--- config.mk ---
export PLATFORM = sky130hd
export DESIGN_NAME = tdc_packet_channel_decoder_unit
export DESIGN_NICKNAME = d
export VERILOG_FILES = /design/src/rtl/tpcd_pkg.sv /design/src/rtl/tpcd_store.sv /design/src/rtl/tpcd_parser.sv /design/src/rtl/tdc_packet_channel_decoder_unit.sv
export SDC_FILE = /design/constraint.sdc
export NUM_CORES = 2
export LEC_CHECK = 0
export BUFFER_PORTS_ARGS = -buffer_cell sky130_fd_sc_hd__buf_2
export CORE_MARGIN = 2
export CORE_UTILIZATION = 45
export CTS_BUF_LIST = sky130_fd_sc_hd__clkbuf_8
export CTS_CLUSTER_SIZE = 28
export DETAILED_ROUTE_END_ITERATION = 12
export GPL_TIMING_DRIVEN = 0
export HOLD_SLACK_MARGIN = 0.15
export PLACE_DENSITY = 0.71
export SLEW_MARGIN = 10
export SYNTH_ARGS = -nofsm -noshare
export SYNTH_HDL_FRONTEND = slang
export SYNTH_SLANG_ARGS = --single-unit
--- constraint.sdc ---
create_clock -name clk_i -period 22.8 [get_ports clk_i]
set_input_delay 6.84 -clock clk_i [delete_from_list [all_inputs] [get_ports clk_i]]
set_output_delay 6.84 -clock clk_i [all_outputs]
set_load 0.02 [all_outputs]
--- src/rtl/tpcd_pkg.sv ---
// Package of the TDC packet channel decoder: sizes, field codes and the
// structs passed between the parser, the channel store and the top level.
// No dependencies.
`default_nettype none

package tpcd_pkg;

  localparam int NumModules      = 12;
  localparam int NumChannels     = NumModules * 32;
  localparam int NumPairs        = NumChannels / 2;
  localparam int PairAw          = $clog2(NumPairs);
  localparam int MaxWordsDefault = 1024;

  localparam int TdcW   = 6;
  localparam int TrigW  = 2;
  localparam int PairDw = 2 * TdcW + TrigW;

  localparam logic [TdcW-1:0] EmptyTdc = 6'd43;

  // Header tags.
  localparam logic [3:0] TagModule = 4'd4;
  localparam logic [3:0] TagEvent  = 4'd5;
  localparam logic [3:0] TagClock  = 4'd6;

  // Range of FPGA positions that carry channel data.
  localparam logic [5:0] PosFirst = 6'd6;
  localparam logic [5:0] PosLast  = 6'd17;

  typedef struct packed {
    logic              en;
    logic [PairAw-1:0] addr;
    logic [PairDw-1:0] data;
  } wr_cmd_t;

  typedef struct packed {
    logic        pkt_valid;
    logic [11:0] module_addr;
    logic [11:0] event_num;
    logic [11:0] clock_count;
    logic [15:0] parity;
    logic [1:0]  flags;
  } hdr_t;

endpackage

`default_nettype wire

--- src/rtl/tpcd_store.sv ---
// Channel store: one synchronous memory entry per channel pair plus a
// written mark per pair in flip-flops. Depends on tpcd_pkg.
`default_nettype none

module tpcd_store (
  input  wire logic                           clk_i,
  input  wire logic                           rst_ni,
  input  wire logic                           clear_i,
  input  wire tpcd_pkg::wr_cmd_t              wr_i,
  input  wire logic                           rd_en_i,
  input  wire logic [tpcd_pkg::PairAw-1:0]    rd_addr_i,
  output logic      [tpcd_pkg::PairDw-1:0]    rd_data_o,
  output logic                                rd_written_o
);

  logic [tpcd_pkg::PairDw-1:0]   mem [tpcd_pkg::NumPairs];
  logic [tpcd_pkg::NumPairs-1:0] written_q;

  always_ff @(posedge clk_i) begin
    if (wr_i.en) begin
      mem[wr_i.addr] <= wr_i.data;
    end
    if (rd_en_i) begin
      rd_data_o <= mem[rd_addr_i];
    end
  end

  // The marks are cleared at once when a packet starts, so the memory
  // itself never needs a clearing pass.
  always_ff @(posedge clk_i or negedge rst_ni) begin
    if (!rst_ni) begin
      written_q    <= '0;
      rd_written_o <= 1'b0;
    end else begin
      if (clear_i) begin
        written_q <= '0;
      end else if (wr_i.en) begin
        written_q[wr_i.addr] <= 1'b1;
      end
      if (rd_en_i) begin
        rd_written_o <= written_q[rd_addr_i];
      end
    end
  end

endmodule

`default_nettype wire

--- src/rtl/tpcd_parser.sv ---
// Packet word parser: tracks the word index, decodes header and trailer
// fields and issues pair writes for data words. Depends on tpcd_pkg.
`default_nettype none

module tpcd_parser #(
  parameter int MAX_WORDS = tpcd_pkg::MaxWordsDefault
) (
  input  wire logic              clk_i,
  input  wire logic              rst_ni,
  input  wire logic              word_en_i,
  input  wire logic [31:0]       word_i,
  input  wire logic              last_i,
  output logic                   clear_o,
  output tpcd_pkg::wr_cmd_t      wr_o,
  output tpcd_pkg::hdr_t         hdr_o
);

  localparam int IdxW = $clog2(MAX_WORDS);
  localparam logic [IdxW-1:0] IdxMax = IdxW'(MAX_WORDS - 1);

  logic [IdxW-1:0] idx_q, idx_d;
  logic            hok_q, hok_d;
  tpcd_pkg::hdr_t  hdr_q, hdr_d;

  logic            first_word;
  logic            hok_eff;
  logic [5:0]      pos;
  logic            pos_ok;
  logic [5:0]      module_num;

  assign first_word = (idx_q == '0);
  assign hok_eff    = first_word ? word_i[30] : hok_q;
  assign pos        = word_i[26:21];
  assign pos_ok     = (pos >= tpcd_pkg::PosFirst) && (pos <= tpcd_pkg::PosLast);
  // Positions 17 down to 6 map two by two onto modules 0 to 5.
  assign module_num = (tpcd_pkg::PosLast - pos) >> 1;

  always_comb begin
    idx_d   = idx_q;
    hok_d   = hok_q;
    hdr_d   = hdr_q;
    clear_o = 1'b0;
    wr_o    = '0;
    if (word_en_i) begin
      if (first_word) begin
        clear_o = 1'b1;
        hdr_d   = '0;
        hok_d   = word_i[30];
      end
      if (hok_eff && (idx_q < IdxW'(3)) && word_i[29]) begin
        case (word_i[15:12])
          tpcd_pkg::TagModule: hdr_d.module_addr = word_i[11:0];
          tpcd_pkg::TagEvent:  hdr_d.event_num   = word_i[11:0];
          tpcd_pkg::TagClock:  hdr_d.clock_count = word_i[11:0];
          default: ;
        endcase
      end
      if (last_i) begin
        if (word_i[31] && (idx_q >= IdxW'(2))) begin
          hdr_d.pkt_valid = 1'b1;
          hdr_d.parity    = word_i[27:12];
          hdr_d.flags     = word_i[1:0];
        end
        idx_d = '0;
      end else begin
        if (hok_q && (idx_q >= IdxW'(3)) && pos_ok) begin
          wr_o.en   = 1'b1;
          wr_o.addr = {module_num[2:0], word_i[20:16]};
          wr_o.data = {word_i[13:12], word_i[11:6], word_i[5:0]};
        end
        if (idx_q != IdxMax) begin
          idx_d = idx_q + IdxW'(1);
        end
      end
    end
  end

  always_ff @(posedge clk_i or negedge rst_ni) begin
    if (!rst_ni) begin
      idx_q <= '0;
      hok_q <= 1'b0;
      hdr_q <= '0;
    end else begin
      idx_q <= idx_d;
      hok_q <= hok_d;
      hdr_q <= hdr_d;
    end
  end

  assign hdr_o = hdr_q;

endmodule

`default_nettype wire

--- src/rtl/tdc_packet_channel_decoder_unit.sv ---
// TDC packet channel decoder, top level: input handshake, read sequencing
// and the output register. Depends on tpcd_pkg, tpcd_parser, tpcd_store.
//
// One input channel carries two kinds of beat. A packet word beat
// (kind_i = 0) feeds the parser; the beat with last_i set is the trailer.
// A channel read beat (kind_i = 1) returns one result beat with the
// channel's TDC value and trigger bits and the header and trailer fields
// of the most recent packet. Packet words produce no result.
// Packet words are taken one per cycle while no read is pending. A read
// goes through the registered pair memory, and input is stalled while the
// read data is pending. The result is loaded into the output register
// from the pending stage once that register is free.
// When the receiver stalls, the result holds in the output register and
// packet words keep flowing; a further read is accepted and then stalls
// input until the register is free. Reset clears the word index, the
// header and trailer fields and the per-pair written marks; the pair
// memory needs no clearing pass.
`default_nettype none

module tdc_packet_channel_decoder_unit #(
  parameter int MAX_WORDS = tpcd_pkg::MaxWordsDefault
) (
  input  wire logic        clk_i,
  input  wire logic        rst_ni,
  input  wire logic        in_valid_i,
  output logic             in_stall_o,
  input  wire logic        kind_i,
  input  wire logic [31:0] word_i,
  input  wire logic        last_i,
  input  wire logic [8:0]  channel_i,
  output logic             out_valid_o,
  input  wire logic        out_stall_i,
  output logic [5:0]       tdc_o,
  output logic [1:0]       trig_o,
  output logic             decoded_ok_o,
  output logic [11:0]      event_number_o,
  output logic [11:0]      clock_count_o,
  output logic [11:0]      module_address_o,
  output logic [15:0]      parity_word_o,
  output logic             parity_ok_o,
  output logic             event_match_o
);

  logic                          in_acc;
  logic                          word_acc;
  logic                          rd_acc;
  logic                          ch_in_range;
  logic                          clear;
  tpcd_pkg::wr_cmd_t             wr;
  tpcd_pkg::hdr_t                hdr;
  logic [tpcd_pkg::PairDw-1:0]   rd_data;
  logic                          rd_written;

  logic pend_q;
  logic in_range_q;
  logic ch_lsb_q;
  logic slot_free;
  logic load;
  logic out_valid_q, out_valid_d;

  assign in_stall_o  = pend_q;
  assign in_acc      = in_valid_i && !in_stall_o;
  assign word_acc    = in_acc && !kind_i;
  assign rd_acc      = in_acc && kind_i;
  assign ch_in_range = (channel_i < 9'(tpcd_pkg::NumChannels));

  tpcd_parser #(
    .MAX_WORDS (MAX_WORDS)
  ) u_parser (
    .clk_i     (clk_i),
    .rst_ni    (rst_ni),
    .word_en_i (word_acc),
    .word_i    (word_i),
    .last_i    (last_i),
    .clear_o   (clear),
    .wr_o      (wr),
    .hdr_o     (hdr)
  );

  tpcd_store u_store (
    .clk_i        (clk_i),
    .rst_ni       (rst_ni),
    .clear_i      (clear),
    .wr_i         (wr),
    .rd_en_i      (rd_acc && ch_in_range),
    .rd_addr_i    (channel_i[8:1]),
    .rd_data_o    (rd_data),
    .rd_written_o (rd_written)
  );

  always_ff @(posedge clk_i) begin
    if (rd_acc) begin
      in_range_q <= ch_in_range;
      ch_lsb_q   <= channel_i[0];
    end
  end

  assign slot_free = !out_valid_q || !out_stall_i;
  assign load      = pend_q && slot_free;

  always_comb begin
    out_valid_d = out_valid_q;
    if (load) begin
      out_valid_d = 1'b1;
    end else if (out_valid_q && !out_stall_i) begin
      out_valid_d = 1'b0;
    end
  end

  always_ff @(posedge clk_i or negedge rst_ni) begin
    if (!rst_ni) begin
      pend_q      <= 1'b0;
      out_valid_q <= 1'b0;
    end else begin
      if (rd_acc) begin
        pend_q <= 1'b1;
      end else if (load) begin
        pend_q <= 1'b0;
      end
      out_valid_q <= out_valid_d;
    end
  end

  // Header and trailer state cannot change while a read is pending, since
  // input is stalled, so it is taken live when the result is loaded.
  always_ff @(posedge clk_i) begin
    if (load) begin
      decoded_ok_o     <= hdr.pkt_valid;
      event_number_o   <= hdr.pkt_valid ? hdr.event_num   : 12'd0;
      clock_count_o    <= hdr.pkt_valid ? hdr.clock_count : 12'd0;
      module_address_o <= hdr.pkt_valid ? hdr.module_addr : 12'd0;
      parity_word_o    <= hdr.pkt_valid ? hdr.parity      : 16'd0;
      parity_ok_o      <= hdr.pkt_valid && hdr.flags[0];
      event_match_o    <= hdr.pkt_valid && hdr.flags[1];
      if (hdr.pkt_valid && in_range_q && rd_written) begin
        tdc_o  <= ch_lsb_q ? rd_data[11:6] : rd_data[5:0];
        trig_o <= rd_data[13:12];
      end else if (hdr.pkt_valid && in_range_q) begin
        tdc_o  <= tpcd_pkg::EmptyTdc;
        trig_o <= '0;
      end else begin
        tdc_o  <= '0;
        trig_o <= '0;
      end
    end
  end

  assign out_valid_o = out_valid_q;

  a_read_pends: assert property (@(posedge clk_i) disable iff (!rst_ni)
    rd_acc |=> pend_q)
    else $error("accepted read did not enter the pending stage");

  a_pend_loads: assert property (@(posedge clk_i) disable iff (!rst_ni)
    (pend_q && slot_free) |=> (out_valid_q && !pend_q))
    else $error("pending read was not moved into the output register");

  a_result_from_read: assert property (@(posedge clk_i) disable iff (!rst_ni)
    $rose(out_valid_q) |-> $past(pend_q))
    else $error("result appeared without a pending read");

  a_invalid_zero: assert property (@(posedge clk_i) disable iff (!rst_ni)
    (out_valid_q && !decoded_ok_o) |->
      (tdc_o == '0 && trig_o == '0 && module_address_o == '0 && parity_word_o == '0))
    else $error("result of an invalid packet is not all zeros");

endmodule

`default_nettype wire

==> results.py <==
metrics = {
    "cts": {
        "ctsHoldBuffers": 0,
        "clk_pin_slew_worst_paths_ps": 70,
        "ctsResizeCount": 0,
        "numCtsBuffers": 465,
        "htree_levels": 5,
        "clockRootBuffer": "clkbuf_8",
        "cts_tree": "yes",
        "clockBufferDepth": 4,
        "cts_setup_buffers": 0,
        "clock-sinks": 3028,
        "insertion_delay_ps": 1170,
    },
    "floorplanning": {
        "coreArea_mm2": 0.257,
        "rows": 186,
        "dieArea_mm2": 0.263,
        "initial_utilization_pct": 45.3,
        "io_pins": 112,
        "die_x_um": 513,
        "die_h_um": 513,
    },
    "synth": {
        "async_reset_ff_share_pct": 8.62,
        "yosys_warnings": 0,
        "synth-edff-count": 2767,
        "postSynthAreaPerCell_um2": 22.2,
        "ys_ff_latch": 3028,
        "synth_fp_nets": 5295,
        "synth_top_area_cell": "edfxtp_1",
        "synth_area_leaders": "edfxtp_1, mux4_2, dfrtp_1",
        "netlist_area_mm2": 0.116,
        "ys_types": 56,
        "yosysSeqAreaShare_pct": 76.9,
        "syn_inst": 5244,
        "synth_ff_type": "edfxtp_1",
        "yosysTopAreaCellShare_pct": 71.3,
    },
    "timing": {
        "finalMaxSlewViolations": 4,
        "max_freq_mhz": 85.8,
        "maxSlewHeadroom_pct": -6.04,
        "hold_slack_ps": 482,
        "rsz0062_at_grt": "no",
        "final_hold_viol_count": 0,
        "setup_tns_ps": 0,
        "finalSetupViolCount": 0,
        "layout_setup_ws_ps": 11140,
        "worst_pin_slew_ps": 1570,
        "finalClockSkew_ps": 114,
        "min_period_over_period_pct": 51.1,
        "period_minus_slack_ps": 11660,
    },
    "worst_hold_path": {
        "holdCritPathClass": "reg2reg",
    },
    "route": {
        "detail-route-antenna-nets": 0,
        "drc_errors": 0,
        "routed_via_density": 6.54,
        "wl_mm": 376,
        "via_count": 64200,
        "drtIter0Drc": 11300,
        "routedWlPerCell_um": 38.3,
        "firstDrtPassIters": 7,
    },
    "critical_path": {
        "critPathTopFamily": "buffers and inverters",
        "critPathMaxFanout": 10,
        "slowest_delay_ps": 1080,
        "cp_cell_sequence": "buf_2, buf_2, buf_2, clkbuf_2, buf_16, clkbuf_1, mux4_2, a22oi_1, a21oi_1, nor4_1, o221ai_1",
        "endpoint_kind": "flip-flop",
        "critPathKind": "in2reg",
        "cpMaxStageDelayCell": "nor4_1",
        "required_ps": 23600,
        "worst_setup_path_start_kind": "input pin",
        "cp_num_buf_inv": 6,
        "cp_common_cell": "buf_2",
        "arrival_ps": 12460,
    },
    "cells_and_area": {
        "final_cell_mix": "edfxtp_1, mux4_2, clkbuf_8, dfrtp_1, buf_2",
        "nNetsFinal": 6100,
        "syn2layout_area_growth_pct": 15.5,
        "regArea_mm2": 0.0896,
        "final_common_cell": "edfxtp_1",
        "fill_cells": 19400,
        "final_cell_area_mm2": 0.135,
        "layout-drive-gt1-share_pct": 33.4,
        "multiInputGateArea_mm2": 0.0260,
    },
    "global_route": {
        "overflow": 0,
        "antenna_found_initial": 27,
        "grt_use_total_pct": 28.4,
        "grt_pass1_wl_mm": 509,
        "grt_max_degree": 112,
        "first_global_vias": 62200,
    },
    "status": {
        "violations": "max-capacitance violations, max-slew violations",
        "outcome": "finished, violations left",
    },
    "placement": {
        "placedInstanceArea_mm2": 0.126,
        "portBuffers": 104,
        "place_ws_ps": 10310,
        "gp_congestion": 1.00,
        "hpwl_mm": 260,
    },
    "power": {
        "finalPower_mw": 10.7,
        "ir_drop_v": 0.0000719,
        "cellLeakagePower_nw": 50.8,
        "p_per_area_mw_per_mm2": 79.5,
    },
    "job": {
        "max_cap_viol_count": 3,
    },
}
synth_stat cells (all sizes together) (14+ instances only):
cell type,n
o21a,193
nor2,225
a22oi,112
clkbuf,147
o21ai,15
edfxtp,2767
nand4,16
nand3,25
a21oi,52
a21boi,14
mux2i,29
a22o,77
buf,165
dfrtp,261
and2,74
nand2,75
nor4,14
mux4,826
power by group:
part | internal, mW | switching [mW]
clock network | 2.12 | 2.11
logic | 0.122 | 0.326
registers | 6.00 | 0.0146
total | 8.25 | 2.45
final timing paths:
| kind | startpoint | end | slack [ps] | cells past startpoint |
|---|---|---|---|---|
| worst max-delay path | channel_i[2] | u_store.rd_data_o[11] | 11140 | 11 |
| worst min-delay path | u_parser.hdr_o[54] | decoded_ok_o | 480 | 0 |
| worst max register to register | in_stall_o | u_store.mem[176][4] | 17510 | 7 |
| worst min register to register | u_parser.hdr_o[54] | decoded_ok_o | 480 | 0 |
| max in group asynchronous | rst_ni | u_store.written_q[114] | 15570 | 3 |
| min in group asynchronous | rst_ni | u_parser.idx_q[9] | 5600 | 1 |
registers in the layout, summed over array words and instances (netlist names):
register              cells
trig_o                    2
in_range_q                1
tdc_o                     6
parity_word_o            16
ch_lsb_q                  1
u_store.mem            2688
u_parser.idx_q           10
u_store.written_q       192
clock_count_o            12
parity_ok_o               1
out_valid_o               1
decoded_ok_o              1
module_address_o         12
in_stall_o                1
u_parser.hok_q            1
event_number_o           12
u_parser.hdr_o           55
u_store.rd_data_o        14
u_store.rd_written_o      1
event_match_o             1
worst reg2reg max path: cells and delay by family (launching register included):
kind / cells / cell delay, ps
and+or+nand+nor: 5 / 3690
buffers and inverters: 2 / 810
DFF: 1 / 450
logic make-up (layout without fill, tap and decap cells):
kind of cell	count (synthesis)	after routing	synth area share (%)
compound gates	519	519	3.32
xor+xnor	8	8	0.0601
fa+ha+maj	4	4	0.0430
buf+inv	322	1488	1.29
flops	3028	3028	76.9
mux	868	868	16.3
other cells	0	18	0
simple gates	495	495	2.02
final cells by class:
cell class              instances  share of cell area [%]
well taps                    3384                    3.15
diodes                         18                  0.0335
clock inverters               315                    1.09
multi-input cells            1894                    19.4
flip-flops and latches       3028                    66.6
repair buffers                338                    3.36
clock buffers                 513                    5.25
plain buffers                 312                    1.12
inverters                      10                  0.0279
metal layers:
metal	part of all wire, %	routed length [um]	up-vias	GRT usage [%]
met4	7.4	27800	17	17.7
met3	15	56200	1226	11.2
li1	-	-	23800	-
met5	0.076	285	-	0
met2	44	165000	5542	41.2
met1	34	126000	33600	35.7
metrics by stage:
stage	instances	util [%]
finish	9812	52.3
global route	9802	52.3
CTS	9794	52.3
detailed placement	8966	49.0
global placement	8732	47.2
floorplan	5244	-
Note: power is estimated with default switching activity, not from simulation.
